`src/rtl/gsed_pkg.sv`:
```
// Shared types and constants of the grayscale Sobel edge threshold unit.
`default_nettype none

package gsed_pkg;

	// Widths of the configuration registers and of the result fields.
	localparam int unsigned CFG_WIDTH_W  = 11;
	localparam int unsigned CFG_HEIGHT_W = 12;
	localparam int unsigned CFG_THRESH_W = 21;
	localparam int unsigned CFG_EDGE_W   = 8;
	localparam int unsigned CFG_ADDR_W   = 2;
	localparam int unsigned CFG_DATA_W   = 21;

	localparam int unsigned VALUE_W  = 8;
	localparam int unsigned ROW_W    = 12;
	localparam int unsigned COL_W    = 10;
	localparam int unsigned RES_BITS = VALUE_W + ROW_W + COL_W;
	localparam int unsigned M_TDATA_W = ((RES_BITS + 7) / 8) * 8;

	// Reset values of the configuration registers.
	localparam logic [CFG_WIDTH_W-1:0]  RST_WIDTH  = 11'd512;
	localparam logic [CFG_HEIGHT_W-1:0] RST_HEIGHT = 12'd512;
	localparam logic [CFG_THRESH_W-1:0] RST_THRESH = 21'd12000;
	localparam logic [CFG_EDGE_W-1:0]   RST_EDGE   = 8'd255;

	// Register indexes of the configuration port.
	typedef enum logic [CFG_ADDR_W-1:0] {
		CFG_IMAGE_WIDTH  = 2'd0,
		CFG_IMAGE_HEIGHT = 2'd1,
		CFG_MAG_THRESH   = 2'd2,
		CFG_EDGE_VALUE   = 2'd3
	} cfg_reg_t;

	// Kind of an input transaction, carried in tuser.
	typedef enum logic [0:0] {
		MODE_PIXEL = 1'b0,
		MODE_FLUSH = 1'b1
	} mode_t;

	// Result bookkeeping that travels with an item down the pipeline.
	typedef struct packed {
		logic             a_vld;
		logic             b_vld;
		logic             a_sobel;
		logic             a_last;
		logic [ROW_W-1:0] row;
		logic [COL_W-1:0] a_col;
		logic [COL_W-1:0] b_col;
	} meta_t;

	// One result item as it leaves the block.
	typedef struct packed {
		logic               last;
		logic [COL_W-1:0]   col;
		logic [ROW_W-1:0]   row;
		logic [VALUE_W-1:0] value;
	} res_t;

endpackage

`default_nettype wire

```
`src/rtl/gsed_grad.sv`:
```
// Window, Sobel gradients and their squares.
`default_nettype none

module gsed_grad #(
	parameter int MAX_WIDTH  = 1024,
	parameter int PIXEL_BITS = 8,
	localparam int COL_BITS = $clog2(MAX_WIDTH),
	localparam int SQ_W     = 2 * (PIXEL_BITS + 2)
) (
	input  wire logic                  clk,
	input  wire logic                  arst_n,
	input  wire logic                  en_s2,
	input  wire logic                  en_s3,
	input  wire logic                  v_s1,
	input  wire logic                  pix_s1,
	input  wire gsed_pkg::meta_t       meta_s1,
	input  wire logic [COL_BITS-1:0]   col_s1,
	input  wire logic [PIXEL_BITS-1:0] gray_s1,
	input  wire logic [PIXEL_BITS-1:0] up_rd,
	input  wire logic [PIXEL_BITS-1:0] mid_rd,
	output logic                       ram_we,
	output logic      [COL_BITS-1:0]   ram_waddr,
	output logic      [PIXEL_BITS-1:0] up_wdata,
	output logic      [PIXEL_BITS-1:0] mid_wdata,
	output logic                       v_s2,
	output logic                       v_s3,
	output gsed_pkg::meta_t            meta_s3,
	output logic      [SQ_W-1:0]       sqx_s3,
	output logic      [SQ_W-1:0]       sqy_s3
);

	localparam int GRAD_W = PIXEL_BITS + 3;
	localparam int MAG_W  = PIXEL_BITS + 2;

	// Middle and right columns of the window; the left one is not needed after a shift.
	logic [PIXEL_BITS-1:0] win_mid_q   [3];
	logic [PIXEL_BITS-1:0] win_right_q [3];

	logic signed [GRAD_W-1:0] gx;
	logic signed [GRAD_W-1:0] gy;
	logic signed [GRAD_W-1:0] gx_s2;
	logic signed [GRAD_W-1:0] gy_s2;
	gsed_pkg::meta_t          meta_s2;
	logic [MAG_W-1:0]         ax;
	logic [MAG_W-1:0]         ay;
	logic                     shift;

	function automatic logic signed [GRAD_W-1:0] ext(input logic [PIXEL_BITS-1:0] v);
		return $signed({3'b000, v});
	endfunction

	function automatic logic [MAG_W-1:0] magnitude(input logic signed [GRAD_W-1:0] g);
		logic [GRAD_W-1:0] neg;
		neg = -g;
		return g[GRAD_W-1] ? neg[MAG_W-1:0] : g[MAG_W-1:0];
	endfunction

	// A pixel leaving the input register shifts the window and updates the buffers.
	assign shift     = en_s2 && v_s1 && pix_s1;
	assign ram_we    = shift;
	assign ram_waddr = col_s1;
	assign up_wdata  = mid_rd;
	assign mid_wdata = gray_s1;

	// Gradients of the shifted window: left column is the old middle,
	// middle is the old right, right is the column just read.
	always_comb begin
		gx = ext(win_mid_q[0]) + (ext(win_mid_q[1]) <<< 1) + ext(win_mid_q[2])
			- ext(up_rd) - (ext(mid_rd) <<< 1) - ext(gray_s1);
		gy = ext(win_mid_q[0]) + (ext(win_right_q[0]) <<< 1) + ext(up_rd)
			- ext(win_mid_q[2]) - (ext(win_right_q[2]) <<< 1) - ext(gray_s1);
	end

	// Window registers.
	always_ff @(posedge clk or negedge arst_n) begin
		if (!arst_n) begin
			for (int i = 0; i < 3; i++) begin
				win_mid_q[i]   <= '0;
				win_right_q[i] <= '0;
			end
		end else if (shift) begin
			win_mid_q   <= win_right_q;
			win_right_q <= '{up_rd, mid_rd, gray_s1};
		end
	end

	// Valid flags of the gradient and square stages.
	always_ff @(posedge clk or negedge arst_n) begin
		if (!arst_n) begin
			v_s2 <= 1'b0;
			v_s3 <= 1'b0;
		end else begin
			if (en_s2) begin
				v_s2 <= v_s1;
			end
			if (en_s3) begin
				v_s3 <= v_s2;
			end
		end
	end

	assign ax = magnitude(gx_s2);
	assign ay = magnitude(gy_s2);

	// Gradient and square stage payload.
	always_ff @(posedge clk) begin
		if (en_s2) begin
			gx_s2   <= gx;
			gy_s2   <= gy;
			meta_s2 <= meta_s1;
		end
		if (en_s3) begin
			sqx_s3  <= SQ_W'(ax) * SQ_W'(ax);
			sqy_s3  <= SQ_W'(ay) * SQ_W'(ay);
			meta_s3 <= meta_s2;
		end
	end

endmodule

`default_nettype wire

```
`config.mk`:
```
export PLATFORM = sky130hd
export DESIGN_NAME = gsed_grad
export DESIGN_NICKNAME = d
export VERILOG_FILES = /design/src/rtl/gsed_pkg.sv /design/src/rtl/gsed_grad.sv
export SDC_FILE = /design/constraint.sdc
export NUM_CORES = 1
export LEC_CHECK = 0
export BUFFER_PORTS_ARGS = -buffer_cell sky130_fd_sc_hd__clkbuf_2
export CAP_MARGIN = 0
export CORE_ASPECT_RATIO = 1.25
export CORE_MARGIN = 10
export CORE_UTILIZATION = 46
export DETAILED_ROUTE_END_ITERATION = 16
export GPL_TIMING_DRIVEN = 0
export PLACE_DENSITY = 0.64
export SLEW_MARGIN = 20
export SYNTH_ARGS = -nofsm -noshare
export SYNTH_HDL_FRONTEND = slang
export SYNTH_SLANG_ARGS = --single-unit
```
`constraint.sdc`:
```
create_clock -name clk -period 5.5 [get_ports clk]
set_clock_uncertainty 0.05 [all_clocks]
set_input_delay 0.275 -clock clk [delete_from_list [all_inputs] [get_ports clk]]
set_output_delay 0.275 -clock clk [all_outputs]
set_load 0.02 [all_outputs]
```
# Yosys cells after proc, flatten, opt, wreduce, memory -nomap -nowiden
# Cells that the tools add are included.
[totals]
ff_bits = 184
latch_bits = 0
mem_bits_rw = 0
mem_bits_ro = 0
out_inout_bits = 105
word_cells = 44
memories = 0
[classes]
addsub = 12
multipliers = 2
div = 0
n_lt_le_gt_ge = 0
eq_ne = 0
shift = 0
n_mux = 2
bitwise_logic = 0
reduce_logical = 2
[ops]
columns = ["operator", "n"]
rows = [
  ["$sub 11x9->11", 4],
  ["$mul 10x10->20", 2],
  ["$add 10x8->11", 2],
  ["$sub 11x10->11", 2],
  ["$add 8x9->10", 2],
  ["$mux 10", 2],
  ["$neg 10->10", 2],
  ["$logic_and 1x1->1", 2],
]

# Depth between registers and ports, before layout
# Gate-level depths: netlist (run 1).
[depth]
ltp_word = 5
ltp_mapped = 24
ltp_nobuf = 23

# Worst setup path after synthesis (run 1)
# No wires, ideal clock.
[synth_path]
path_type = "register to register"
start = "reg gy_s2[0]"
end = "reg sqy_s3[16], data pin"
arrival_ps = 5701
required_ps = 5185
slack_ps = -516
path_stages_with_launch = 20
period_less_slack_ps = 6016
path_cell_list = "edfxtp_1 or2_2 o41ai_1 xor2_1 or2_2 fa_1 inv_1 fa_1 ha_1 fa_1 inv_1 fa_1 inv_1 ha_1 a21o_1 a221oi_1 o21ai_0 a31oi_1 o21ai_0 xor2_1"
[synth_via]
elab_chain_len = 3
[synth_lines]
columns = ["item", "line", "text"]
rows = [
  ["from (decl)", "gsed_grad.sv:42", "logic signed [GRAD_W-1:0] gy_s2;"],
  ["from (signal assigned)", "gsed_grad.sv:109", "gy_s2 <= gy;"],
  ["$neg 10->10", "gsed_grad.sv:54", "neg = -g;"],
  ["$mux 10 (*)", "gsed_grad.sv:55", "return g[GRAD_W-1] ? neg[MAG_W-1:0] : g[MAG_W-1:0];"],
  ["$mul 10x10->20 (*)", "gsed_grad.sv:114", "sqy_s3 <= SQ_W'(ay) * SQ_W'(ay);"],
  ["to (signal assigned)", "gsed_grad.sv:114", ""],
  ["to (decl)", "gsed_grad.sv:29", "output logic [SQ_W-1:0] sqy_s3"],
]
# Every way passes the cells marked *; elsewhere a longest branch is shown, timed or not.
# A chain may end at the register's enable or synchronous reset.

# Final worst setup path (run 1)
[layout_path]
start = "reg gx_s2[6]"
end = "reg sqx_s3[17], data pin"
[layout_via]
elab_chain_len = 3
[layout_lines]
columns = ["item", "line", "text"]
rows = [
  ["from (decl)", "gsed_grad.sv:41", "logic signed [GRAD_W-1:0] gx_s2;"],
  ["from (signal assigned)", "gsed_grad.sv:108", "gx_s2 <= gx;"],
  ["$neg 10->10", "gsed_grad.sv:54", ""],
  ["$mux 10 (*)", "gsed_grad.sv:55", ""],
  ["$mul 10x10->20 (*)", "gsed_grad.sv:113", "sqx_s3 <= SQ_W'(ax) * SQ_W'(ax);"],
  ["to (signal assigned)", "gsed_grad.sv:113", ""],
  ["to (decl)", "gsed_grad.sv:28", "output logic [SQ_W-1:0] sqx_s3,"],
]
# Marks and branches as above.

==> results.sh, run 1 <==
export IMPL_wl_met1_mm=12.7
export IMPL_cts_sinks=182
export IMPL_max_slew_margin=0.465
export IMPL_via_per_inst=4.93
export IMPL_wl_met2_mm=16.8
export IMPL_cts_root_buf="clkbuf_16"
export IMPL_fmax_mhz=173
export IMPL_top_layer="met4"
export IMPL_tightest_slew_ns=0.795
export IMPL_dpl_hpwl_mm=22.8
export IMPL_ys_ff_latch=182
export IMPL_synth_edf_count=132
export IMPL_final_min_clock_period_ns=5.78
export IMPL_drive_gt1_frac=0.355
export IMPL_start_util=0.463
export IMPL_die_y_um=214
export IMPL_wl_mm=31.4
export IMPL_antenna_cells=0
export IMPL_syn_area_um2=13900
export IMPL_clockBufferDepth=2
export IMPL_grt_max_degree=53
export IMPL_first_pass_iters=4
export IMPL_end_kind="flop"
export IMPL_num_vias=9355
export IMPL_rows=71
export IMPL_start_kind="flop"
export IMPL_finalNetCount=1835
export IMPL_port_buffers=168
export IMPL_synth_flop_cell="edfxtp_1"
export IMPL_ys_warn_count=0
export IMPL_ys_seq_area_frac=0.376
export IMPL_critical_path_max_fanout=3
export IMPL_numCtsBuffers=17
export IMPL_status="finished with violations"
export IMPL_grt_pass1_wl_mm=51.9
export IMPL_drv_slew=0
export IMPL_synth_distinct_cells=56
export IMPL_synth_cells=1179
export IMPL_fin_crit_sh=1.05
export IMPL_crit_type="flop to flop"
export IMPL_critical_path_required_ns=5.64
export IMPL_gr_total_overflow=0
export IMPL_die_w_um=175
export IMPL_failed_checks="negative setup slack"
export IMPL_gp_congestion=0.847
export IMPL_route_detailed_drc=0
export IMPL_wl_met3_mm=1.24
export IMPL_tritoncts="done"
export IMPL_io_pins=181
export IMPL_drv_cap=0
export IMPL_rrSetupSlack_ns=-0.28
export IMPL_insertion_delay_ns=0.43
export IMPL_cp_arrival_ns=5.92
export IMPL_avgSynthCellArea_um2=11.8
export IMPL_async_flop_share=0.275
export IMPL_die_area_um2=37500
export IMPL_setup_viol=17
export IMPL_wire_per_inst_um=16.5
export IMPL_area_growth_synth_to_final_pct=29.9
export IMPL_antenna_found_initial=0
export IMPL_grtUsageTotal=0.170
export IMPL_path_clk_slew_ns=0.07
export IMPL_postRouteAntennaNets=0
export IMPL_whs_ns=0.0514
export IMPL_rsz0062_at_grt="true"
export IMPL_hold_violations=0
export IMPL_core_area_um2=29900
export IMPL_hold_class="input pin to flop"
export IMPL_drt_initial_drc_count=365
export IMPL_htreeDepth=4
export IMPL_fin_ws_ns=-0.279
export IMPL_first_global_vias=10423
flip-flops by register name, summed over array words and instances, names as in the netlist:
| signal | cells |
|---|---|
| meta_s2 | 36 |
| meta_s3 | 36 |
| win_mid_q | 24 |
| win_right_q | 24 |
| sqx_s3 | 19 |
| sqy_s3 | 19 |
| gx_s2 | 11 |
| gy_s2 | 11 |
| v_s2 | 1 |
| v_s3 | 1 |
worst max-delay path, cell delays in order (launching register included):
cell and delay, ns:
edfxtp_1 0.40, or4_4 0.55, or2_4 0.27, o31ai_4 0.26
buf_6 0.15, xor2_4 0.22, nor2_4 0.05, inv_2 0.05
fa_1 0.42, fa_1 0.50, inv_1 0.05, fa_1 0.50
fa_1 0.46, fa_2 0.50, ha_4 0.18, a21oi_4 0.19
o21ai_2 0.10, a31oi_4 0.26, a31oi_4 0.15, a21oi_1 0.14
o31ai_1 0.08
per-layer routing:
layer  GRT usage  up-vias
met5           0        -
met3      0.0321       48
li1            -     4441
met4      0.0478        0
met2       0.304      188
met1       0.202     4678
layout make-up:
class                           count  area, um2
Clock buffer                       22        454
Fill cell                        2403      11900
Multi-Input combinational cell    739       8710
Inverter                          217        831
Buffer                             39        258
Clock inverter                     10       72.6
Sequential cell                   182       5220
Tap cell                          401        502
Timing Repair Buffer              288       1960
cell families (layout without fill, tap and decap cells):
kind of cell / Yosys count / in the layout / synth area share
other: 1 / 2 / 0.000271
AOI/OAI and AO/OA: 143 / 143 / 0.0641
DFF: 182 / 182 / 0.376
xor gates and xnor gates: 75 / 75 / 0.0488
and+or+nand+nor: 196 / 196 / 0.0618
muxes: 48 / 48 / 0.0388
buffers and inverters: 259 / 576 / 0.0777
adders and majority gates: 275 / 275 / 0.332
timing repair:
action                                 CTS  global route
endpoints found under the hold margin   86             0
hold buffers                            37             0
pin swaps                               61            47
buffers inserted                        63            18
resized for setup                      122            91
setup endpoints to repair               27            23
per-stage QoR:
| stage | area (um2) | cells | setup slack, ns | utilization | setup TNS, ns |
|---|---|---|---|---|---|
| after detailed placement | 15500 | 1751 | -1.08 | 0.517 | -17.53 |
| after CTS | 17500 | 1881 | -0.328 | 0.586 | -3.14 |
| after floorplan | 14100 | 1180 | -0.152 | - | -0.943 |
| final | 18000 | 1898 | -0.279 | 0.601 | -2.81 |
| after global placement | 15400 | 1749 | -1.05 | 0.515 | -16.96 |
| after global routing | 18000 | 1898 | -0.485 | 0.601 | -6.59 |
worst paths after layout:
path                                  endpoint  cells past startpoint  startpoint
worst max-delay path                sqx_s3[17]                     20    gx_s2[6]
worst min register to register      meta_s3[9]                      0  meta_s2[9]
max in group asynchronous       win_right_q[0]                      2      arst_n
worst min-delay path                      v_s2                      2        v_s1
worst max register to register      sqx_s3[17]                     20    gx_s2[6]
min in group asynchronous       win_right_q[7]                      2      arst_n
layout by cell type (no fill, tap or decap), drive strengths merged, types with 3 or more instances in the layout:
| master | instances |
|---|---|
| a21boi | 3 |
| nor2b | 6 |
| xor2 | 31 |
| or2 | 7 |
| a31oi | 6 |
| dlygate4sd3 | 37 |
| and2 | 3 |
| nor2 | 77 |
| o31ai | 5 |
| edfxtp | 132 |
| a21o | 15 |
| inv | 222 |
| clkbuf | 200 |
| clkinv | 5 |
| nand2b | 6 |
| nor3 | 5 |
| xnor2 | 44 |
| fa | 155 |
| o211ai | 3 |
| buf | 112 |
| nand2 | 69 |
| ha | 120 |
| mux2 | 46 |
| o21ai | 39 |
| a21oi | 45 |
| dfrtp | 50 |
| o21a | 9 |
| nand3 | 11 |
synth_stat cells (14+ instances only):
cell	n	area, um2
nor2_1	75	282
mux2_2	46	518
a21oi_1	45	225
clkbuf_1	14	52.6
ha_1	120	1500
a21o_1	15	113
xor2_1	30	263
buf_4	28	210
o21ai_0	37	185
inv_1	214	803
xnor2_1	44	385
edfxtp_1	132	3960
fa_1	155	3100
nand2_1	69	259
dfrtp_1	50	1250
Power of run 1 is not shown: default switching activity piles up to over one toggle a cycle in this logic, so the estimate is an artifact.
==> run 2: changes to the inputs <==
BUFFER_PORTS_ARGS = default   (was -buffer_cell sky130_fd_sc_hd__clkbuf_2)
CAP_MARGIN = default   (was 0)
DONT_BUFFER_PORTS = 1   (was default)
PLACE_DENSITY = 0.59   (was 0.64)
==> run 2 against run 1 <==
The flow still finishes with violations (negative setup slack). Setup slack got worse by 0.00055 ns. Utilization fell by 1.7 points. First-iteration DRC count rose by 10%. Cell count decreased by 7.4%. Sequential share of layout area grew 0.82 points. Via count fell by 5.5%. Critical path depth fell by 1. Largest cell class unchanged.
==> results.sh, run 2 (synthesized netlist as in run 1, its figures left out) <==
export IMPL_status="finished with violations"
export IMPL_failed_checks="negative setup slack"
export IMPL_first_pass_iters=6
export IMPL_cpMostUsedCell="fa_1"
export IMPL_cts_sinks=182
export IMPL_most_common_layout_cells="199 x inv_1, 153 x fa_1, 132 x edfxtp_1"
export IMPL_finalNetCount=1695
export IMPL_insertion_delay_ns=0.44
export IMPL_htreeDepth=4
export IMPL_cp_slowest_cell="or4_4"
export IMPL_dpl_hpwl_mm=22.1
export IMPL_antenna_found_initial=0
export IMPL_drive_gt1_frac=0.272
export IMPL_grtUsageTotal=0.167
export IMPL_grt_max_degree=76
export IMPL_tns_ns=-2.84
export IMPL_setup_viol=16
export IMPL_start_util=0.463
export IMPL_whs_path_depth=2
export IMPL_critical_path_max_fanout=3
export IMPL_numCtsBuffers=17
export IMPL_drv_cap=0
export IMPL_gr_total_overflow=0
export IMPL_crit_type="flop to flop"
export IMPL_dpl_cell_area_um2=14600
export IMPL_cp_arrival_ns=5.93
export IMPL_final_min_clock_period_ns=5.78
export IMPL_layout_commonest_cell="inv_1"
export IMPL_die_y_um=214
export IMPL_die_w_um=175
export IMPL_hp_start="gray_s1[0]"
export IMPL_grt_pass1_wl_mm=50.3
export IMPL_core_area_um2=29900
export IMPL_via_per_inst=5.03
export IMPL_multiInputGateArea_um2=8710
export IMPL_port_buffers=0
export IMPL_fin_crit_sh=1.05
export IMPL_fin_util=0.585
export IMPL_rows=71
export IMPL_fin_area_um2=17500
export IMPL_drv_slew=0
export IMPL_clockBufferDepth=2
export IMPL_die_area_um2=37500
export IMPL_max_stage_delay_ns=0.56
export IMPL_cp_cell_sequence="or4_4, or2_4, o31ai_4, xnor2_1, nand2_1, fa_1, buf_4, fa_1, fa_1, inv_2, fa_1, ha_4, ha_4, a21oi_4, o21ai_2, a31oi_4, a31oi_4, a21oi_2, o31ai_2"
export IMPL_route_detailed_drc=0
export IMPL_r2r_cells=19
export IMPL_rsz0062_at_grt="true"
export IMPL_fin_ws_ns=-0.280
export IMPL_io_pins=181
export IMPL_hold_violations=0
export IMPL_hold_class="input pin to flop"
export IMPL_num_vias=8838
export IMPL_largestRegisters="meta_s2 x36, meta_s3 x36"
export IMPL_r2r_start="gx_s2[6]"
export IMPL_first_global_vias=9602
export IMPL_wl_mm=31.1
export IMPL_tritoncts="done"
export IMPL_critical_path_required_ns=5.65
export IMPL_path_clk_slew_ns=0.08
export IMPL_crit_path_start="gx_s2[6]"
export IMPL_drt_initial_drc_count=403
export IMPL_gp_congestion=0.810
export IMPL_postRouteAntennaNets=0
export IMPL_area_growth_synth_to_final_pct=26.3
export IMPL_start_kind="flop"
export IMPL_wire_per_inst_um=17.7
export IMPL_antenna_cells=0
export IMPL_fmax_mhz=173
export IMPL_end_kind="flop"
export IMPL_tightest_slew_ns=0.733
export IMPL_seq_area_um2=5220
export IMPL_cts_root_buf="clkbuf_16"
export IMPL_whs_ns=0.0620
export IMPL_fillers=2457
export IMPL_max_slew_margin=0.506
==> run 2: final cells by class <==
type / instances / area share
well taps: 401 / 0.0287
flip-flops and latches: 182 / 0.298
multi-input cells: 739 / 0.497
repair buffers: 148 / 0.0789
inverters: 217 / 0.0472
clock buffers: 17 / 0.0243
clock inverters: 15 / 0.0109
plain buffers: 39 / 0.0149
==> run 2: layer usage <==
metal  vias to the layer above  track usage  share of wire
met5                         -            0              0
met4                         0       0.0410          0.016
met3                        36       0.0365          0.046
met2                       185        0.292           0.52
met1                      4445        0.203           0.42
li1                       4172            -              -
==> run 2: path summary, 6_finish.rpt <==
check / end / slack (ns)
worst max-delay path: sqx_s3[17] / -0.28
worst min-delay path: win_right_q[0] / 0.06
worst max register to register: sqx_s3[17] / -0.28
worst min register to register: meta_s3[30] / 0.36
max in group asynchronous: win_mid_q[0] / 4.86
min in group asynchronous: win_mid_q[23] / 0.29
==> run 2: critical path, delay by kind of cell (launching register included) <==
| family | cells | cell delay [ns] |
|---|---|---|
| AO/OA/AOI/OAI | 7 | 1.25 |
| AND/OR/NAND/NOR | 3 | 0.95 |
| buffers and inverters | 2 | 0.20 |
| XOR/XNOR | 1 | 0.17 |
| adder cells (fa/ha/maj) | 6 | 2.55 |
| flip-flops | 1 | 0.40 |
==> run 2: what timing repair did <==
item | 4_1_cts | 5_1_grt
hold buffers | 63 | 0
gates cloned | 0 | 0
resized for setup | 102 | 106
buffers inserted | 62 | 24
endpoints found under the setup margin | 27 | 24
hold endpoints to repair | 242 | 0
pin swaps | 66 | 55
==> run 2: through the flow <==
| step | cells | setup WS [ns] |
|---|---|---|
| 2_1_floorplan | 1180 | -0.152 |
| 4_1_cts | 1737 | -0.381 |
| 3_3_place_gp | 1581 | -1.15 |
| 6_report | 1758 | -0.280 |
| 3_5_place_dp | 1581 | -1.20 |
| 5_1_grt | 1758 | -0.461 |
Power of run 2 is left out for the same reason.
