## config.mk

```make
export PLATFORM = sky130hd
export DESIGN_NAME = gsed_out
export DESIGN_NICKNAME = d
export VERILOG_FILES = /design/src/rtl/gsed_pkg.sv /design/src/rtl/gsed_out.sv
export SDC_FILE = /design/constraint.sdc
export NUM_CORES = 1
export LEC_CHECK = 0
export ABC_CLOCK_PERIOD_IN_PS = 2500
export BUFFER_PORTS_ARGS = -buffer_cell sky130_fd_sc_hd__buf_4
export CORE_MARGIN = 8
export CORE_UTILIZATION = 40
export CTS_CLUSTER_SIZE = 10
export DETAILED_ROUTE_END_ITERATION = 10
export GPL_ROUTABILITY_DRIVEN = 0
export GPL_TIMING_DRIVEN = 0
export PLACE_DENSITY_LB_ADDON = 0.05
export SLEW_MARGIN = 20
export SYNTH_ARGS = -nofsm -noshare
export SYNTH_HDL_FRONTEND = slang
export SYNTH_SLANG_ARGS = --single-unit
```

## constraint.sdc

```tcl
create_clock -name clk -period 2.5 [get_ports clk]
set_input_delay 0.125 -clock clk [delete_from_list [all_inputs] [get_ports clk]]
set_output_delay 0.125 -clock clk [all_outputs]
set_load 0.01 [all_outputs]
```

## src/rtl/gsed_pkg.sv

```systemverilog
// Shared types and constants of the grayscale Sobel edge threshold unit.
`default_nettype none

package gsed_pkg;

	// Widths of the configuration registers and of the result fields.
	localparam int unsigned CFG_WIDTH_W  = 11;
	localparam int unsigned CFG_HEIGHT_W = 12;
	localparam int unsigned CFG_THRESH_W = 21;
	localparam int unsigned CFG_EDGE_W   = 8;
	localparam int unsigned CFG_ADDR_W   = 2;
	localparam int unsigned CFG_DATA_W   = 21;

	localparam int unsigned VALUE_W  = 8;
	localparam int unsigned ROW_W    = 12;
	localparam int unsigned COL_W    = 10;
	localparam int unsigned RES_BITS = VALUE_W + ROW_W + COL_W;
	localparam int unsigned M_TDATA_W = ((RES_BITS + 7) / 8) * 8;

	// Reset values of the configuration registers.
	localparam logic [CFG_WIDTH_W-1:0]  RST_WIDTH  = 11'd512;
	localparam logic [CFG_HEIGHT_W-1:0] RST_HEIGHT = 12'd512;
	localparam logic [CFG_THRESH_W-1:0] RST_THRESH = 21'd12000;
	localparam logic [CFG_EDGE_W-1:0]   RST_EDGE   = 8'd255;

	// Register indexes of the configuration port.
	typedef enum logic [CFG_ADDR_W-1:0] {
		CFG_IMAGE_WIDTH  = 2'd0,
		CFG_IMAGE_HEIGHT = 2'd1,
		CFG_MAG_THRESH   = 2'd2,
		CFG_EDGE_VALUE   = 2'd3
	} cfg_reg_t;

	// Kind of an input transaction, carried in tuser.
	typedef enum logic [0:0] {
		MODE_PIXEL = 1'b0,
		MODE_FLUSH = 1'b1
	} mode_t;

	// Result bookkeeping that travels with an item down the pipeline.
	typedef struct packed {
		logic             a_vld;
		logic             b_vld;
		logic             a_sobel;
		logic             a_last;
		logic [ROW_W-1:0] row;
		logic [COL_W-1:0] a_col;
		logic [COL_W-1:0] b_col;
	} meta_t;

	// One result item as it leaves the block.
	typedef struct packed {
		logic               last;
		logic [COL_W-1:0]   col;
		logic [ROW_W-1:0]   row;
		logic [VALUE_W-1:0] value;
	} res_t;

endpackage

`default_nettype wire

```

## src/rtl/gsed_out.sv

```systemverilog
// Threshold compare and output register with room for a second result.
`default_nettype none

module gsed_out #(
	parameter int PIXEL_BITS = 8,
	localparam int SQ_W = 2 * (PIXEL_BITS + 2)
) (
	input  wire logic                                clk,
	input  wire logic                                arst_n,
	input  wire logic                                m_tready,
	input  wire logic                                v_s3,
	input  wire gsed_pkg::meta_t                     meta_s3,
	input  wire logic [SQ_W-1:0]                     sqx_s3,
	input  wire logic [SQ_W-1:0]                     sqy_s3,
	input  wire logic [gsed_pkg::CFG_THRESH_W-1:0]   threshold,
	input  wire logic [gsed_pkg::CFG_EDGE_W-1:0]     edge_value,
	output logic                                     adv_out,
	output logic                                     m_tvalid,
	output gsed_pkg::res_t                           cur_q
);

	localparam int SUM_W = SQ_W + 1;
	localparam int CMP_W = (SUM_W > gsed_pkg::CFG_THRESH_W) ? SUM_W : gsed_pkg::CFG_THRESH_W;

	logic [1:0]     cnt_q;
	gsed_pkg::res_t pend_q;
	gsed_pkg::res_t a_res;
	gsed_pkg::res_t b_res;
	logic [SUM_W-1:0] mag;
	logic           hit;
	logic           shift_pend;

	// Squared magnitude against the threshold.
	assign mag = SUM_W'(sqx_s3) + SUM_W'(sqy_s3);
	assign hit = CMP_W'(mag) > CMP_W'(threshold);

	// The two results an item may cause; the second is always a border zero.
	always_comb begin
		a_res.value = (meta_s3.a_sobel && hit) ? edge_value : '0;
		a_res.row   = meta_s3.row;
		a_res.col   = meta_s3.a_col;
		a_res.last  = meta_s3.a_last;
		b_res.value = '0;
		b_res.row   = meta_s3.row;
		b_res.col   = meta_s3.b_col;
		b_res.last  = 1'b0;
	end

	// A new item may enter once at most the current result is left and it goes now.
	assign adv_out    = (cnt_q == 2'd0) || (cnt_q == 2'd1 && m_tready);
	assign shift_pend = (cnt_q == 2'd2) && m_tready;
	assign m_tvalid   = (cnt_q != 2'd0);

	// Count of results held.
	always_ff @(posedge clk or negedge arst_n) begin
		if (!arst_n) begin
			cnt_q <= 2'd0;
		end else if (adv_out) begin
			cnt_q <= v_s3 ? {1'b0, meta_s3.a_vld} + {1'b0, meta_s3.b_vld} : 2'd0;
		end else if (shift_pend) begin
			cnt_q <= 2'd1;
		end
	end

	// Result payload.
	always_ff @(posedge clk) begin
		if (adv_out) begin
			cur_q  <= a_res;
			pend_q <= b_res;
		end else if (shift_pend) begin
			cur_q <= pend_q;
		end
	end

	// The held second result is the next one shown.
	a_pend_next: assert property (@(posedge clk) disable iff (!arst_n)
		(cnt_q == 2'd2 && m_tready) |=> (cnt_q == 2'd1 && cur_q == $past(pend_q)))
		else $error("second result not delivered next");

	// A frame's final result never shares the output register with another.
	a_last_alone: assert property (@(posedge clk) disable iff (!arst_n)
		(cnt_q == 2'd2) |-> (!cur_q.last && !pend_q.last))
		else $error("frame end paired with another result");

endmodule

`default_nettype wire

```

### Word-level counts from Yosys, hierarchy flattened

Cells that the tools add are included.

| storage, ports and cells | value |
|---|---|
| register bits after elaboration | 55 |
| bits of input ports | 109 |

| operators by class | value |
|---|---|
| add/subtract/negate cells | 2 |
| reduce and logical (&&, ||, !) cells | 7 |
| equality and inequality tests | 2 |
| $lt $le $gt $ge | 1 |
| mux-type cells | 6 |

Operators by type and width:

| kind | number |
|---|---|
| $mux W31 | 2 |
| $add A20 B20 Y21 | 1 |
| $gt A21 B21 Y1 | 1 |
| $mux W8 | 1 |
| $mux W2 | 3 |
| $reduce_bool A2 Y1 | 2 |
| $logic_and A1 B1 Y1 | 3 |
| $add A1 B1 Y2 | 1 |
| $eq A2 B1 Y1 const B | 1 |
| $eq A2 B2 Y1 const B | 1 |
| $logic_not A2 Y1 | 1 |
| $logic_or A1 B1 Y1 | 1 |

### Longest topological paths before layout

Gate-level depths: netlist of run 1.

| depth | value |
|---|---|
| depth in word-level cells | 5 |
| gate-level depth with buffers | 14 |

### Least setup slack after synthesis of run 1

OpenSTA, ideal clock, no wires.

| path | value |
|---|---|
| path kind | input to register |
| from | input port sqx_s3[0] |
| to | register cur_q[0] (netlist bit) (data pin) |
| data arrival time | 2.956 ns |
| stages | 14 |
| library setup time | 0.288 ns |
| slack | -0.744 ns |
| cells stage by stage | ha_1 -> inv_1 -> fa_1 -> nor2b_1 -> o31a_1 -> o211ai_1 -> nor4b_1 -> a311o_1 -> ha_1 -> nand4_1 -> nor4_1 -> a2111oi_2 -> nand2_1 -> a21oi_1 |

| on the way | value |
|---|---|
| word-level cells in the longest chain between the ends | 5 |

RTL lines:

| what | RTL line | source |
|---|---|---|
| start: declaration | gsed_out.sv:13 | `input wire logic [SQ_W-1:0] sqx_s3,` |
| $add A20 B20 Y21 | gsed_out.sv:34 | `assign mag = SUM_W'(sqx_s3) + SUM_W'(sqy_s3);` |
| $gt A21 B21 Y1 | gsed_out.sv:35 | `assign hit = CMP_W'(mag) > CMP_W'(threshold);` |
| $logic_and A1 B1 Y1 | gsed_out.sv:39 | `a_res.value = (meta_s3.a_sobel && hit) ? edge_value : '0;` |
| $mux W8 | gsed_out.sv:39 |  |
| $mux W31 | gsed_out.sv:67 | `if (adv_out) begin` |
| end signal: assignment | gsed_out.sv:68 | `cur_q <= a_res;` |
| end signal: assignment | gsed_out.sv:71 | `cur_q <= pend_q;` |
| end: declaration | gsed_out.sv:19 | `output gsed_pkg::res_t cur_q` |

No other way between the ends.
A chain may end at the register's enable or synchronous reset.

### Final worst setup path of run 1

| path | value |
|---|---|
| from | input port sqx_s3[15] |
| to | register cur_q[3] (netlist bit) (data pin) |

The elaborated chain is that of the path after synthesis.

==> results.yml, run 1 <==
power_and_ir_drop:
  powerDensity_nw_per_um2: 612
  ir_worst_vdd_uv: 447
  cellLeakagePower_uw: 0.00259
  total_power_uw: 3530
cells_and_area:
  fin_area_um2: 5770
  finish.net_count: 699
  antenna_cells: 0
  drive_gt1_share_pct: 44.0
  nFillCells: 760
  syn2layout_area_growth_pct: 51.7
  regArea_um2: 1640
  fin_util_pct: 62.4
  multiInputGateArea_um2: 2220
synthesis:
  yosysSeqAreaShare_pct: 43.2
  syn_inst: 361
  syn_nets: 513
  netlist_area_um2: 3800
  synthArstFlopShare_pct: 3.64
  ys_warn_count: 0
  synthFlopType: "edfxtp_1"
  avgSynthCellArea_um2: 10.5
  synth-edff-count: 53
  synth_seq_cells: 55
  yosysUniqueCellTypes: 44
timing:
  rsz0062_at_grt: "true"
  drv_slew: 0
  period_share_pct: 117
  setup_viol: 8
  worst_slack_ns: -0.420
  fmax_mhz: 342
  finalHoldViolations: 0
  min_period_ns: 2.92
  setup-tns-final_ns: -3.30
  fin_skew_ns: 0.0133
  worstMarginPinSlew_ns: 0.551
  relSlewSlack_pct: 63.2
worst_setup_path:
  critPathCaptureType: "flop"
  worst_setup_path_start_kind: "input pin"
  arrival_ns: 2.99
  required_ns: 2.57
  r2r_cells: 4
  path_class: "in -> reg"
  cp_max_fo: 8
floorplanning:
  fp.dieH_um: 113
  die_area_um2: 12900
  rows: 35
  core_area_um2: 9240
  start_util_pct: 41.1
  pin_count: 142
  fp.dieW_um: 113
drt:
  drtIter0Drc: 145
  avgRoutedWirePerCell_um: 15.3
  vias: 3417
  wirelength_mm: 10.3
  drc: 0
  via_per_inst: 5.05
  antenna_left: 0
  drtPass1Iterations: 4
status:
  failed_checks: "setup timing"
  status: "complete, but fails checks"
placement:
  post-dp-hpwl_mm: 8.11
  placed_cell_area_um2: 5180
  dp_slack_ns: -0.970
  io_buffers: 141
global_routing:
  grt_pass1_vias: 3501
  grt_remaining_overflow: 0
  grt_pass1_wl_mm: 16.5
  grt_use_total_pct: 15.6
  grt_start_max_net_pins: 33
  antenna_found_initial: 0
clocking:
  cts-root-buf: "clkbuf_8"
  clockBufferDepth: 2
  cts_tree: "built"
  path_clk_slew_ns: 0.10
  htree_levels: 2
  numCtsBuffers: 5
  clock_sinks: 55
  clock_latency_ns: 0.31
min_path:
  whs_path_depth: 3
  min_path_type: "in -> reg"
run:
  drv_cap: 0
kinds of logic after synthesis:
logic type	Yosys count	synth area share (%)
muxes	23	6.81
adders and majority gates	43	14.4
buffers and inverters	46	4.71
and+or+nand+nor	85	10.6
DFF	55	43.2
AOI/OAI and AO/OA	95	17.1
xor gates and xnor gates	14	3.23
path summary, 6_finish.rpt:
check / start / to / slack, ns
setup / recovery: sqx_s3[15] / cur_q[3]$_SDFFCE_PN0P_ / -0.42
min in group asynchronous: arst_n / cnt_q[1]$_DFFE_PN0P_ / 0.15
hold / removal: m_tready / cnt_q[0]$_DFFE_PN0P_ / 0.06
setup reg to reg: cnt_q[1]$_DFFE_PN0P_ / cur_q[25]$_DFFE_PP_ / 0.26
max in group asynchronous: arst_n / cnt_q[0]$_DFFE_PN0P_ / 2.26
hold reg to reg: pend_q[8]$_DFFE_PN_ / cur_q[8]$_DFFE_PP_ / 0.54
worst max-delay path: stages:
cell and delay (ns):
buf_4 0.11, ha_1 0.45, nand3_1 0.19, nor3_2 0.24, o211ai_1 0.18, a311o_1 0.38
o211ai_1 0.09, ha_1 0.27, nand4_1 0.16, buf_4 0.16, a21oi_2 0.04, a2111oi_4 0.33
buf_6 0.20, a21oi_2 0.06
through the flow:
stage,hold slack (ns),cells
6_report,0.0623,677
2_1_floorplan,-0.171,361
3_5_place_dp,-0.0908,632
4_1_cts,0.000664,671
5_1_grt,0.0631,677
3_3_place_gp,-0.0921,631
sequential cells by signal, summed over array words and instances (netlist names):
| signal | count |
|---|---|
| pend_q | 22 |
| cur_q | 31 |
| cnt_q | 2 |
per-layer routing:
metal	vias to the layer above	GRT usage (%)	wire (um)
met4	0	2.93	73
met1	1589	19.2	4490
met3	8	4.44	748
li1	1712	-	-
met2	108	26.8	5040
met5	-	0	0
timing repair:
| action | 4_1_cts | 5_1_grt |
|---|---|---|
| endpoints found under the setup margin | 8 | 17 |
| endpoints found under the hold margin | 23 | 1 |
| setup buffers | 11 | 8 |
| resized for setup | 9 | 28 |
| cloned | 0 | 0 |
| hold buffers | 22 | 1 |
| pin swaps | 15 | 16 |
power breakdown:
part / switching, uW / internal (uW)
combinational: 789 / 810
sequential: 67.6 / 1360
clock: 300 / 202
cell usage in the layout, fill, tap and decap left out, types with 5 or more instances in the layout:
cell type | synthesis | layout
a21oi_1 | 33 | 20
dlygate4sd3_1 | 0 | 23
nor2_1 | 26 | 25
o21a_1 | 5 | 5
xnor2_1 | 10 | 10
clkbuf_8 | 0 | 5
a21oi_2 | 0 | 12
edfxtp_1 | 53 | 53
ha_1 | 42 | 37
o21ai_0 | 15 | 11
buf_4 | 0 | 152
o211ai_1 | 5 | 5
mux2_2 | 23 | 23
nand2_1 | 21 | 17
inv_1 | 35 | 34
a21o_1 | 11 | 11
nand3_1 | 7 | 7
nand4_1 | 10 | 10
layout make-up:
cell class	count	share of cell area, %
multi-input cells	260	38.5
flip-flops and latches	55	28.5
repair buffers	181	25.4
well taps	129	2.80
inverters	35	2.32
clock buffers	5	1.19
plain buffers	9	0.933
clock inverters	3	0.390
cell usage after synthesis (5+ instances only):
cell type | instances | area [um^2]
a21o_1 | 11 | 82.6
a21oi_1 | 33 | 165
buf_2 | 5 | 25.0
clkbuf_1 | 6 | 22.5
edfxtp_1 | 53 | 1590
ha_1 | 42 | 526
inv_1 | 35 | 131
mux2_2 | 23 | 259
nand2_1 | 21 | 78.8
nand3_1 | 7 | 35.0
nand4_1 | 10 | 62.6
nor2_1 | 26 | 97.6
nor2b_1 | 5 | 31.3
o211ai_1 | 5 | 37.5
o21a_1 | 5 | 37.5
o21ai_0 | 15 | 75.1
xnor2_1 | 10 | 87.6
No activity file was read; power rests on OpenSTA's default activity.
==> run 2: changes to the inputs <==
Settings changed: ABC_AREA set to 1, CORE_ASPECT_RATIO set to 1.1.
==> run 2 against run 1 <==
The run now ends clean. First-iteration DRC count down 22%. Synthesized cell count is 46% higher. Synthesized area up 5.0%. Final cell count grew 21%. Sequential power shrank 30%. Via count up 11%. Combinational power shrank 51%. Power is 36% lower. Global-route usage fell by 0.56 points. Count of clock-buffer cells in the layout is 1 higher. Largest cell class unchanged. Highest routed layer unchanged.
==> results.yml, run 2 <==
status:
  status: "completed"
synthesis:
  yosysTopAreaCellShare_pct: 39.9
  post-synth-top-count-cell: "nand2_1"
  syn_nets: 678
  yosysSeqAreaShare_pct: 41.1
  syn_inst: 526
  synthTopCellsByArea: "edfxtp_1 40%, nand2_1 20%, ha_1 13%, inv_1 8.2%, nor2_1 3.6%"
  netlist_area_um2: 3990
  synthArstFlopShare_pct: 3.64
  synth_seq_cells: 55
  yosysUniqueCellTypes: 28
  ys_warn_count: 0
  synthFlopType: "edfxtp_1"
  synth-edff-count: 53
  avgSynthCellArea_um2: 7.59
  synth.top_cells.by_count: "217 x nand2_1, 87 x inv_1, 53 x edfxtp_1"
  yosys.area.top_type: "edfxtp_1"
global_routing:
  grt_start_max_net_pins: 34
  antenna_found_initial: 0
  grt_remaining_overflow: 0
  grt_pass1_wl_mm: 16.7
  grt_use_total_pct: 15.1
  grt_pass1_vias: 3808
worst_setup_path:
  r2r_end: "cnt_q[1]$_DFFE_PN0P_"
  crit_slowest_cell: "fa_2"
  cp_top_family: "simple AND/OR/NAND/NOR gates"
  r2r_cells: 4
  cp_common_cell: "nand2_2"
  critPathCaptureType: "flop"
  rrSetupSlack_ns: 0.86
  r2r_start: "cnt_q[0]$_DFFE_PN0P_"
  cp_max_fo: 8
  crit_end: "cur_q[5]$_SDFFCE_PN0P_"
  required_ns: 2.57
  slowest_delay_ns: 0.37
  cp-startpoint: "sqy_s3[0]"
  worst_setup_path_start_kind: "input pin"
  worst-path-buf-inv: 4
  arrival_ns: 2.44
  path_class: "in -> reg"
  path_cells: "buf_8, ha_4, inv_2, fa_2, inv_2, nand3_2, nand3_2, nand2_1, nand2_2, nand2_2, nand2_2, nand2_1, nand2_2, ha_4, nand2_2, inv_1, nand2_1, nand2_1, a21oi_2, nand3_2, nand2_4, nor2_1"
  cp_num_cells: 22
timing:
  period_share_pct: 94.7
  worstMarginPinSlew_ns: 0.776
  finalHoldViolations: 0
  fin_skew_ns: 0.00699
  rsz0062_at_grt: "true"
  drv_slew: 0
  fin_worst_hold_slack_ns: 0.0776
  relSlewSlack_pct: 48.1
  min_period_ns: 2.37
  fmax_mhz: 422
  setup_viol: 0
  worst_slack_ns: 0.131
clocking:
  cts_tree: "built"
  clock_latency_ns: 0.30
  clock_sinks: 55
  cts-root-buf: "clkbuf_8"
  htree_levels: 2
  path_clk_slew_ns: 0.09
  numCtsBuffers: 5
  clockBufferDepth: 2
cells_and_area:
  final_cell_mix: "197 x nand2_1, 143 x buf_4, 85 x inv_1, 53 x edfxtp_1, 27 x nor2_1"
  final_common_cell: "nand2_1"
  top_regs: "cur_q x31, pend_q x22, cnt_q x2"
  regMostFlops: "cur_q"
  fin_area_um2: 5890
  syn2layout_area_growth_pct: 47.7
  antenna_cells: 0
  largest_register_ffs: 31
  drive_gt1_share_pct: 33.6
  finish.net_count: 853
drt:
  drtPass1Iterations: 5
  wirelength_mm: 10.8
  vias: 3809
  routed-wl-met2_mm: 5.67
  wl_met1_mm: 4.46
  drc: 0
  avgRoutedWirePerCell_um: 13.2
  routed-wl-met3_um: 477
  antenna_left: 0
  via_per_inst: 4.63
  drtIter0Drc: 113
  top_layer: "met4"
placement:
  post-dp-hpwl_mm: 8.68
  io_buffers: 141
  placed_cell_area_um2: 5200
  dp_slack_ns: -0.576
floorplanning:
  fp.dieH_um: 121
  die_area_um2: 13400
  pin_count: 142
  core_area_um2: 9790
  start_util_pct: 40.7
  rows: 38
  fp.dieW_um: 111
run:
  drv_cap: 0
min_path:
  min_path_type: "in -> reg"
power_and_ir_drop:
  ir_worst_vdd_uv: 167
  powerDensity_nw_per_um2: 381
  cellLeakagePower_uw: 0.00294
[run 2: changes by cell type after synthesis, sizes merged, moves of 5 or more]
| cell | before | now |
|---|---|---|
| clkbuf | 6 | 1 |
| nand4 | 10 | 4 |
| mux2 | 23 | 0 |
| o21a | 5 | 0 |
| a21oi | 33 | 20 |
| inv | 35 | 94 |
| nand2 | 21 | 219 |
| xnor2 | 10 | 2 |
| nor2b | 5 | 0 |
| nor2 | 26 | 42 |
| o211ai | 5 | 0 |
| a21o | 11 | 1 |
| o21ai | 15 | 4 |
| nand3 | 7 | 23 |
[run 2: worst reg2reg max path, cell delays in order, from the launching register on]
cell and delay (ns):
dfrtp_1 0.34, inv_2 0.05, o21ai_2 0.28, nand2_2 0.53, o21ai_0 0.35
[run 2: stage by stage]
step	cells	utilization (%)	setup TNS, ns	total power [uW]
after detailed placement	787	53.1	-4.56	1670
after CTS	817	56.5	0	2160
after floorplan	526	-	0	1430
after global routing	822	60.2	-0.141	2400
final	822	60.2	0	2240
after global placement	787	53.1	-4.41	1650
[run 2: kinds of logic (layout without fill, tap and decap cells)]
kind of cell / Yosys count / in the layout / synth area share, %
and+or+nand+nor: 292 / 292 / 29.2
DFF: 55 / 55 / 41.1
AOI/OAI and AO/OA: 29 / 29 / 4.70
adders and majority gates: 43 / 43 / 13.7
muxes: 1 / 1 / 0.251
buffers and inverters: 98 / 274 / 9.31
xor gates and xnor gates: 8 / 8 / 1.76
[run 2: final cells by class]
| type | count | area, um^2 |
|---|---|---|
| Clock buffer | 6 | 72.6 |
| Buffer | 4 | 18.8 |
| Tap cell | 120 | 150 |
| Fill cell | 915 | 3900 |
| Clock inverter | 2 | 7.51 |
| Timing Repair Buffer | 168 | 1330 |
| Multi-Input combinational cell | 373 | 2320 |
| Sequential cell | 55 | 1640 |
| Inverter | 94 | 353 |
[run 2: what timing repair did]
| action | CTS | global route |
|---|---|---|
| pin swaps | 3 | 24 |
| hold endpoints to repair | 23 | 1 |
| setup buffers | 0 | 4 |
| endpoints found under the setup margin | 8 | 8 |
| hold buffers | 22 | 1 |
| resized for setup | 11 | 65 |
[run 2: power by group]
part / switching (uW) / internal [uW]
clock: 263 / 192
sequential: 0 / 999
combinational: 403 / 386
[run 2: how the worst min path moves through the flow]
stage                 from              endpoint  slack (ns)  depth (start not counted)
2_1_floorplan       arst_n  cnt_q[0]$_DFFE_PN0P_       -0.17                          0
3_3_place_gp        arst_n  cnt_q[0]$_DFFE_PN0P_       -0.09                          1
3_5_place_dp        arst_n  cnt_q[0]$_DFFE_PN0P_       -0.09                          1
4_1_cts        meta_s3[20]   pend_q[8]$_DFFE_PN_       0.007                          1
5_1_grt        meta_s3[18]   cur_q[28]$_DFFE_PP_        0.06                          3
6_report       meta_s3[16]   cur_q[26]$_DFFE_PP_        0.08                          3
[run 2: per-layer routing]
| metal | track usage (%) | vias to the layer above |
|---|---|---|
| li1 | - | 1994 |
| met1 | 16.4 | 1706 |
| met2 | 28.0 | 96 |
| met3 | 3.27 | 13 |
| met4 | 5.75 | 0 |
| met5 | 0 | - |
